## src/rtl/round_robin_thread_scheduler_macros.svh

```systemverilog
// Assertion helpers for the scheduler RTL, used by rrts_ctrl.
`ifndef ROUND_ROBIN_THREAD_SCHEDULER_MACROS_SVH
`define ROUND_ROBIN_THREAD_SCHEDULER_MACROS_SVH

// Same-cycle implication.
`define RRTS_ASSERT_IMPL(label, clk, rst_n, ante, cons) \
  label: assert property (@(posedge clk) disable iff (!rst_n) (ante) |-> (cons)) \
    else $error("scheduler assertion failed");

// Next-cycle implication.
`define RRTS_ASSERT_NEXT(label, clk, rst_n, ante, cons) \
  label: assert property (@(posedge clk) disable iff (!rst_n) (ante) |=> (cons)) \
    else $error("scheduler assertion failed");

`endif

```

## src/rtl/rrts_pkg.sv

```systemverilog
`timescale 1ns / 1ps
`default_nettype none

package rrts_pkg;

  localparam int unsigned IDX_W  = 6;
  localparam int unsigned TICK_W = 32;

  typedef enum logic [1:0] {
    OP_TICK     = 2'd0,
    OP_DELAY    = 2'd1,
    OP_REGISTER = 2'd2,
    OP_SCHEDULE = 2'd3
  } op_t;

  typedef enum logic [1:0] {
    STAT_OK         = 2'd0,
    STAT_FULL       = 2'd1,
    STAT_IDLE_DELAY = 2'd2
  } stat_t;

  typedef enum logic [1:0] {
    S_IDLE,
    S_APPLY,
    S_SEARCH,
    S_EMIT
  } state_t;

  typedef struct packed {
    op_t               operation;
    logic [TICK_W-1:0] delay_ticks;
  } in_item_t;

  typedef struct packed {
    logic [IDX_W-1:0] thread_index;
    logic             switch_request;
    stat_t            status;
  } out_item_t;

  typedef struct packed {
    logic              do_tick;
    logic              do_delay;
    logic              do_reg;
    logic              load_tok;
    logic              shift_tok;
    logic [IDX_W-1:0]  tgt_idx;
    logic [IDX_W-1:0]  start_idx;
    logic [IDX_W-1:0]  tc;
    logic [TICK_W-1:0] ticks;
  } cell_ctrl_t;

endpackage

`default_nettype wire

```

## src/rtl/rrts_cell.sv

```systemverilog
`timescale 1ns / 1ps
`default_nettype none

module rrts_cell (
  input  logic                     clk,
  input  logic                     rst_n,
  input  logic [rrts_pkg::IDX_W-1:0] cell_idx,
  input  rrts_pkg::cell_ctrl_t     ctrl,
  input  logic                     tok_in,
  output logic                     tok_out,
  output logic                     wrap_out,
  output logic                     ready_out,
  output logic                     hit_out
);
  import rrts_pkg::*;

  logic [TICK_W-1:0] timeout_r, timeout_nxt;
  logic              ready_r, ready_nxt;
  logic              tok_r, tok_nxt;
  logic              in_table, is_tgt, is_last;

  assign in_table = cell_idx < ctrl.tc;
  assign is_tgt   = cell_idx == ctrl.tgt_idx;
  assign is_last  = cell_idx == (ctrl.tc - IDX_W'(1));

  always_comb begin
    timeout_nxt = timeout_r;
    ready_nxt   = ready_r;
    if (ctrl.do_tick && in_table && (timeout_r != '0)) begin
      timeout_nxt = timeout_r - TICK_W'(1);
      if (timeout_r == TICK_W'(1)) begin
        ready_nxt = 1'b1;
      end
    end
    if (ctrl.do_delay && is_tgt) begin
      timeout_nxt = ctrl.ticks;
      ready_nxt   = 1'b0;
    end
    if (ctrl.do_reg && is_tgt) begin
      ready_nxt = 1'b1;
    end
  end

  always_comb begin
    tok_nxt = tok_r;
    if (ctrl.load_tok) begin
      tok_nxt = (cell_idx == ctrl.start_idx);
    end else if (ctrl.shift_tok) begin
      tok_nxt = tok_in;
    end
  end

  always_ff @(posedge clk) begin
    if (!rst_n) begin
      timeout_r <= '0;
      ready_r   <= 1'b0;
      tok_r     <= 1'b0;
    end else begin
      timeout_r <= timeout_nxt;
      ready_r   <= ready_nxt;
      tok_r     <= tok_nxt;
    end
  end

  assign tok_out   = tok_r;
  assign wrap_out  = tok_r & is_last;
  assign ready_out = ready_r;
  assign hit_out   = tok_r & ready_r;

endmodule

`default_nettype wire

```

## src/rtl/rrts_ctrl.sv

```systemverilog
`timescale 1ns / 1ps
`default_nettype none

`include "round_robin_thread_scheduler_macros.svh"

module rrts_ctrl #(
  parameter int unsigned MAX_THREADS = 33
) (
  input  logic                 clk,
  input  logic                 rst_n,
  input  logic                 in_valid,
  output logic                 in_stall,
  input  rrts_pkg::in_item_t   in_data,
  output logic                 out_valid,
  input  logic                 out_stall,
  output rrts_pkg::out_item_t  out_data,
  input  logic                 ready_any,
  input  logic                 hit_any,
  output rrts_pkg::cell_ctrl_t cell_ctrl
);
  import rrts_pkg::*;

  state_t            state_r, state_nxt;
  op_t               op_r, op_nxt;
  logic [TICK_W-1:0] ticks_r, ticks_nxt;
  logic [IDX_W-1:0]  tc_r, tc_nxt;
  logic [IDX_W-1:0]  cur_r, cur_nxt;
  logic              run_r, run_nxt;
  logic [IDX_W-1:0]  pos_r, pos_nxt;
  out_item_t         res_r, res_nxt;
  logic              out_valid_r, out_valid_nxt;
  out_item_t         out_data_r, out_data_nxt;

  logic              in_accept, out_free, table_full, idle_delay;
  logic [IDX_W-1:0]  cur_inc, pos_inc, start_idx, pick;

  assign in_accept  = in_valid && (state_r == S_IDLE);
  assign out_free   = !out_valid_r || !out_stall;
  assign table_full = tc_r >= IDX_W'(MAX_THREADS);
  assign idle_delay = (op_r == OP_DELAY) && (cur_r == '0);
  assign cur_inc    = cur_r + IDX_W'(1);
  assign pos_inc    = pos_r + IDX_W'(1);
  assign start_idx  = (cur_inc >= tc_r) ? IDX_W'(1) : cur_inc;
  assign pick       = hit_any ? pos_r : '0;

  // next state
  always_comb begin
    state_nxt = state_r;
    case (state_r)
      S_IDLE: begin
        if (in_accept) state_nxt = S_APPLY;
      end
      S_APPLY: begin
        if (op_r == OP_REGISTER || idle_delay) state_nxt = S_EMIT;
        else state_nxt = S_SEARCH;
      end
      S_SEARCH: begin
        if (hit_any || !ready_any) state_nxt = S_EMIT;
      end
      S_EMIT: begin
        if (out_free) state_nxt = S_IDLE;
      end
      default: state_nxt = S_IDLE;
    endcase
  end

  // outputs to the handshake and the cell row
  always_comb begin
    in_stall            = (state_r != S_IDLE);
    cell_ctrl           = '0;
    cell_ctrl.tgt_idx   = (op_r == OP_DELAY) ? cur_r : tc_r;
    cell_ctrl.start_idx = start_idx;
    cell_ctrl.tc        = tc_r;
    cell_ctrl.ticks     = ticks_r;
    case (state_r)
      S_APPLY: begin
        cell_ctrl.do_reg   = (op_r == OP_REGISTER) && !table_full;
        cell_ctrl.do_tick  = (op_r == OP_TICK);
        cell_ctrl.do_delay = (op_r == OP_DELAY) && !idle_delay;
        cell_ctrl.load_tok = (op_r != OP_REGISTER) && !idle_delay;
      end
      S_SEARCH: begin
        cell_ctrl.shift_tok = !hit_any && ready_any;
      end
      default: ;
    endcase
  end

  // datapath
  always_comb begin
    op_nxt        = op_r;
    ticks_nxt     = ticks_r;
    tc_nxt        = tc_r;
    cur_nxt       = cur_r;
    run_nxt       = run_r;
    pos_nxt       = pos_r;
    res_nxt       = res_r;
    out_valid_nxt = out_valid_r && out_stall;
    out_data_nxt  = out_data_r;
    case (state_r)
      S_IDLE: begin
        if (in_accept) begin
          op_nxt    = in_data.operation;
          ticks_nxt = in_data.delay_ticks;
        end
      end
      S_APPLY: begin
        pos_nxt = start_idx;
        if (op_r == OP_REGISTER) begin
          if (table_full) begin
            res_nxt = '{thread_index: '0, switch_request: 1'b0, status: STAT_FULL};
          end else begin
            res_nxt = '{thread_index: tc_r, switch_request: 1'b0, status: STAT_OK};
            tc_nxt  = tc_r + IDX_W'(1);
          end
        end else if (idle_delay) begin
          res_nxt = '{thread_index: cur_r, switch_request: 1'b0, status: STAT_IDLE_DELAY};
        end
      end
      S_SEARCH: begin
        if (hit_any || !ready_any) begin
          res_nxt = '{thread_index: pick,
                      switch_request: (!run_r || (pick != cur_r)),
                      status: STAT_OK};
          cur_nxt = pick;
          run_nxt = 1'b1;
        end else begin
          pos_nxt = (pos_inc >= tc_r) ? IDX_W'(1) : pos_inc;
        end
      end
      S_EMIT: begin
        if (out_free) begin
          out_valid_nxt = 1'b1;
          out_data_nxt  = res_r;
        end
      end
      default: ;
    endcase
  end

  always_ff @(posedge clk) begin
    if (!rst_n) begin
      state_r     <= S_IDLE;
      tc_r        <= '0;
      cur_r       <= '0;
      run_r       <= 1'b0;
      out_valid_r <= 1'b0;
    end else begin
      state_r     <= state_nxt;
      tc_r        <= tc_nxt;
      cur_r       <= cur_nxt;
      run_r       <= run_nxt;
      out_valid_r <= out_valid_nxt;
    end
  end

  always_ff @(posedge clk) begin
    op_r       <= op_nxt;
    ticks_r    <= ticks_nxt;
    pos_r      <= pos_nxt;
    res_r      <= res_nxt;
    out_data_r <= out_data_nxt;
  end

  assign out_valid = out_valid_r;
  assign out_data  = out_data_r;

  `RRTS_ASSERT_IMPL(a_tc_bound, clk, rst_n, 1'b1, tc_r <= IDX_W'(MAX_THREADS))
  `RRTS_ASSERT_IMPL(a_cur_in_table, clk, rst_n, run_r && (cur_r != '0), cur_r < tc_r)
  `RRTS_ASSERT_NEXT(a_hit_selects_worker, clk, rst_n,
                    (state_r == S_SEARCH) && hit_any, run_r && (cur_r != '0))

endmodule

`default_nettype wire

```

## src/rtl/round_robin_thread_scheduler.sv

```systemverilog
`timescale 1ns / 1ps
`default_nettype none

// Round-robin thread scheduler: idle thread at index 0, workers at 1..MAX_THREADS-1, each
// worker a cell in a row holding its ready bit and timeout counter. One transaction in gives
// one transaction out. Register and delay-by-idle go from the apply state straight to the
// emit state. Tick, delay and schedule first run a search: a token visits the cells, one cell
// per cycle, from the cell after the running thread until it meets a ready worker, at most
// MAX_THREADS-1 cells; with no worker ready, it visits one cell. Ticks decrement all timeouts
// together, in the apply state. The result sits in an output register while the next
// transaction is accepted and processed; a following result that finds the register still
// stalled waits, and the input stays stalled until the register is taken.

module round_robin_thread_scheduler #(
  parameter int unsigned MAX_THREADS = 33
) (
  input  logic                clk,
  input  logic                rst_n,
  input  logic                in_valid,
  output logic                in_stall,
  input  rrts_pkg::in_item_t  in_data,
  output logic                out_valid,
  input  logic                out_stall,
  output rrts_pkg::out_item_t out_data
);
  import rrts_pkg::*;

  localparam int unsigned NW = MAX_THREADS - 1;

  cell_ctrl_t    cell_ctrl;
  logic [NW-1:0] tok_vec, wrap_vec, ready_vec, hit_vec, chain_in;
  logic          wrap_any, ready_any, hit_any;

  assign wrap_any  = |wrap_vec;
  assign ready_any = |ready_vec;
  assign hit_any   = |hit_vec;

  for (genvar g = 0; g < NW; g++) begin : g_cell
    if (g == 0) begin : g_first
      assign chain_in[g] = wrap_any;
    end else begin : g_rest
      assign chain_in[g] = tok_vec[g-1];
    end

    rrts_cell u_cell (
      .clk       (clk),
      .rst_n     (rst_n),
      .cell_idx  (IDX_W'(g + 1)),
      .ctrl      (cell_ctrl),
      .tok_in    (chain_in[g]),
      .tok_out   (tok_vec[g]),
      .wrap_out  (wrap_vec[g]),
      .ready_out (ready_vec[g]),
      .hit_out   (hit_vec[g])
    );
  end

  rrts_ctrl #(
    .MAX_THREADS (MAX_THREADS)
  ) u_ctrl (
    .clk       (clk),
    .rst_n     (rst_n),
    .in_valid  (in_valid),
    .in_stall  (in_stall),
    .in_data   (in_data),
    .out_valid (out_valid),
    .out_stall (out_stall),
    .out_data  (out_data),
    .ready_any (ready_any),
    .hit_any   (hit_any),
    .cell_ctrl (cell_ctrl)
  );

endmodule

`default_nettype wire

```

## config.mk

```make
export PLATFORM = sky130hd
export DESIGN_NAME = round_robin_thread_scheduler
export DESIGN_NICKNAME = d
export VERILOG_FILES = /design/src/rtl/rrts_pkg.sv /design/src/rtl/rrts_cell.sv /design/src/rtl/rrts_ctrl.sv /design/src/rtl/round_robin_thread_scheduler.sv
export VERILOG_INCLUDE_DIRS = /design/src /design/src/rtl
export SDC_FILE = /design/constraint.sdc
export NUM_CORES = 2
export LEC_CHECK = 0
export BUFFER_PORTS_ARGS = -buffer_cell sky130_fd_sc_hd__buf_4
export CORE_ASPECT_RATIO = 0.5
export CORE_MARGIN = 4
export CORE_UTILIZATION = 60
export CTS_BUF_LIST = sky130_fd_sc_hd__clkbuf_16
export DETAILED_ROUTE_END_ITERATION = 10
export PLACE_DENSITY = 0.81
export SYNTH_ARGS = -nofsm -noshare
export SYNTH_HDL_FRONTEND = slang
export SYNTH_HIERARCHICAL = 1
export SYNTH_SLANG_ARGS = --single-unit
```

## constraint.sdc

```tcl
create_clock -name clk -period 7.4 [get_ports clk]
set_input_delay 0.74 -clock clk [delete_from_list [all_inputs] [get_ports clk]]
set_output_delay 0.74 -clock clk [all_outputs]
set_load 0.005 [all_outputs]
```

==> key figures <==
Status
  • Run status: finished, final reports clean

Synth
  • Synth top area share: 0.2814
  • Register area share after synthesis: 0.3036
  • YS warnings: 6
  • Top_reg_cell synth: dfxtp_1
  • Synthesized cell area: approximately 79000 sq um
  • Post-Synthesis Cells: roughly 9.7k
  • Synth area leaders: dfxtp_1 28%, xnor2_1 8.5%, o21ai_0 7.6%, xor2_1 6.9%, a21oi_1 5.6%
  • Mean Syn Cell Area: 8.088 sq um
  • Area leader, netlist: dfxtp_1
  • Unique masters post-synth: 80
  • Post-synth top cells: 1191 x o21ai_0, 1104 x dfxtp_1, 879 x a21oi_1
  • Top-count cell post-synth: o21ai_0
  • Register bit total from synthesis: approximately 1.2k
  • Number of synthesized flops with an enable pin: 58
  • Share of flip-flops with an asynchronous set or reset: 0

Final layout
  • FF+latch area: 23860 sq um
  • Non-filler cells, final: 12.12k
  • Fraction of layout cells with a size suffix above 1: 0.06493
  • Final nets: 10.61k
  • Fill cell count: 10.63k
  • Area of the multi-input gates: 54440 sq um
  • Layout area overhead: 10.40%

Worst hold path
  • Hold Path Depth: 1
  • Worst Hold Launch: in_data[6]
  • Worst hold path type: input pin to flop

Worst setup path
  • Worst path required time: 7.97 ns
  • CP Class: flop to flop
  • Crit-path cells: buf_4 > nor3_1 > xor2_1 > nor3_1 > a31oi_1 > nor4b_1 > nor4_1 > nand4_1 > or2_1 > a211oi_1 > a211oi_1
  • Crit path DAT: roughly 5.0 ns
  • Crit path max fanout: 67
  • Slowest cell delay on critical path: 0.86 ns
  • CP Launch Point: u_ctrl/tc_r[2]$_SDFFE_PN0P_
  • Crit. End Element: flop
  • Crit-path slowest cell: nor4_1
  • Startpoint Class: flop
  • RR Startpoint: u_ctrl/tc_r[2]$_SDFFE_PN0P_
  • Reg2reg path depth: 11

Power
  • Psw: roughly 0.005 W
  • Worst vdd ir: 0.2450 mV
  • Sw frac: 0.3197
  • Pint: approximately 0.010 W
  • Combinational share of power: 0.178
  • Pwr Total: 0.01533 W
  • Pleak: 31.36 nW
  • Seq pwr share: 0.431
  • P per Cell Area: ~180 nW/um^2
  • Clock Power Share: 0.391

Timing
  • Fin crit period: 4.445 ns
  • Setup TNS: 0 ns
  • Final setup fails: 0
  • Fmax: 225.0 MHz
  • Tightest Pin Transition: 1.170 ns
  • Final Cycle Share: 0.6006
  • Max-slew headroom at the worst pin: 0.2198
  • RSZ-0062 raised after global routing: no
  • Setup Skew: approximately 0.027 ns
  • Max Slew Vio Count: 0
  • Final Hold Fails: 0

Clocking
  • Clock Path Buffers: 3
  • Root Buffer Master: clkbuf_16
  • Worst skew pair latency: 0.74 ns
  • H-tree levels: 3
  • Clock transition at path regs: 0.07 ns
  • CTS Hold Bufs: 0
  • Setup Fix Bufs, Post-CTS: 0
  • TritonCTS buffer count: 107
  • CTS tree: yes
  • PostCTS Resize Cnt: 0
  • Clock Sinks: 1162

Floorplanning
  • DIE HEIGHT: 263.8 um
  • # rows: 93
  • Initial Utilization: 0.6075
  • Core Footprint: 129300 sq um
  • Die Area: about 140000 sq um
  • I/O pin total: 49
  • Chip width: 519.7 um

GRT
  • Number of global-route vias before repair: between 60k and 70k
  • Initial antenna violation count: 31
  • Gr usage total: 0.3337
  • Largest net degree at the start of global routing: 210
  • Aggregate global routing overflow: 0
  • First-pass GRT wire length: 373.1 mm

Drt
  • Total number of vias: 75.89k
  • DRT iter0 DRCs: 10.06k
  • ANT nets after route: 0
  • Pre-Repair DR Iteration Count: 6
  • Vias per std cell: 6.263
  • Routed WL: roughly 240 mm
  • WL/cell: approximately 20 um
  • DRC errors left: 0

Placed design
  • Placed insts: 11.91k
  • PortBufs: 48
  • DP HPWL: around 140 mm
  • Final Wtd Congestion: 0.9104

Flow run
  • Max-cap viol count: 0
-- routing by layer --
layer / track usage / up-vias / share of wire
met4: 0.1437 / 12 / 0.044
met1: 0.4533 / 35410 / 0.41
li1: - / 36400 / -
met3: 0.06124 / 634 / 0.11
met2: 0.5199 / 3432 / 0.44
met5: 0 / - / 0.00031
-- state kept, by name (all words and copies together), names as in the netlist --
name	flops
u_ctrl/cur_r	6
g_cell.u_cell/timeout_r	1024
u_ctrl/out_data	9
u_ctrl/ticks_r	32
g_cell.u_cell/ready_out	32
u_ctrl/res_r	9
u_ctrl/tc_r	6
u_ctrl/state_r	2
u_ctrl/run_r	1
u_ctrl/out_valid	1
u_ctrl/op_r	2
g_cell.u_cell/tok_out	32
u_ctrl/pos_r	6
-- worst max-delay path: cells and delay by family, from the launching register on --
family | cells | cell delay (ns)
AO/OA/AOI/OAI | 3 | 0.59
XOR/XNOR | 1 | 0.25
buffers and inverters | 1 | 0.80
flip-flops | 1 | 0.83
AND/OR/NAND/NOR | 6 | 1.71
-- cells in the final DEF, fill, tap and decap left out, drive strengths merged, types with 110 or more instances in the layout --
| master | instances |
|---|---|
| nand3 | 422 |
| xnor2 | 765 |
| a21oi | 879 |
| or4 | 228 |
| nor3 | 464 |
| o21ai | 1192 |
| ha | 311 |
| buf | 138 |
| nand4 | 276 |
| conb | 784 |
| a31oi | 239 |
| dfxtp | 1104 |
| nor4 | 471 |
| clkbuf | 110 |
| inv | 388 |
| or3 | 262 |
| nor2 | 322 |
| nand2 | 245 |
| xor2 | 618 |
-- per-stage QoR --
stage,setup WS (ns),hold slack [ns],utilization,cell area (sq um)
2_1_floorplan,0.8542,0.4003,-,81470
3_3_place_gp,3.238,0.4077,0.6420,83000
3_5_place_dp,3.137,0.4160,0.6420,83000
4_1_cts,3.101,0.1351,0.6705,86680
5_1_grt,2.659,0.1459,0.6705,86680
6_report,2.955,0.1769,0.6707,86710
-- final cells by class --
type / count / area share
multi-input combinational: 8478 / 0.6279
tap: 1757 / 0.02535
timing repair buffer: 138 / 0.01261
clock inverter: 90 / 0.01079
inverter: 372 / 0.01610
sequential: 1162 / 0.2752
clock buffer: 110 / 0.03175
antenna: 10 / 0.0002886
-- worst paths after layout --
path / slack, ns / end
hold reg to reg: 0.43 / u_ctrl/out_data[6]$_DFFE_PP_
setup / recovery: 2.96 / g_cell[0].u_cell/tok_out$_SDFFE_PN0P_
setup reg to reg: 2.96 / g_cell[0].u_cell/tok_out$_SDFFE_PN0P_
hold / removal: 0.18 / u_ctrl/ticks_r[6]$_DFFE_PP_
-- power groups by stage --
stage / registers [W] / clock network (W) / logic (W)
floorplan: 0.00684 / 0 / 0.00122
global placement: 0.00673 / 0 / 0.00255
detailed placement: 0.00674 / 0 / 0.00260
CTS: 0.00659 / 0.00605 / 0.00261
global route: 0.00661 / 0.00631 / 0.00283
finish: 0.00660 / 0.00600 / 0.00273
-- kinds of logic (layout without fill, tap and decap cells) --
family,count (synthesis),in the layout,synth area share
other,2,794,0.00009562
DFF,1162,1162,0.3036
and+or+nand+nor,3336,3336,0.2582
xor gates and xnor gates,1383,1383,0.1542
muxes,21,21,0.002740
adders and majority gates,311,311,0.04955
AOI/OAI and AO/OA,2643,2643,0.1898
buffers and inverters,853,710,0.04187
(Power assumes the default switching activity.)
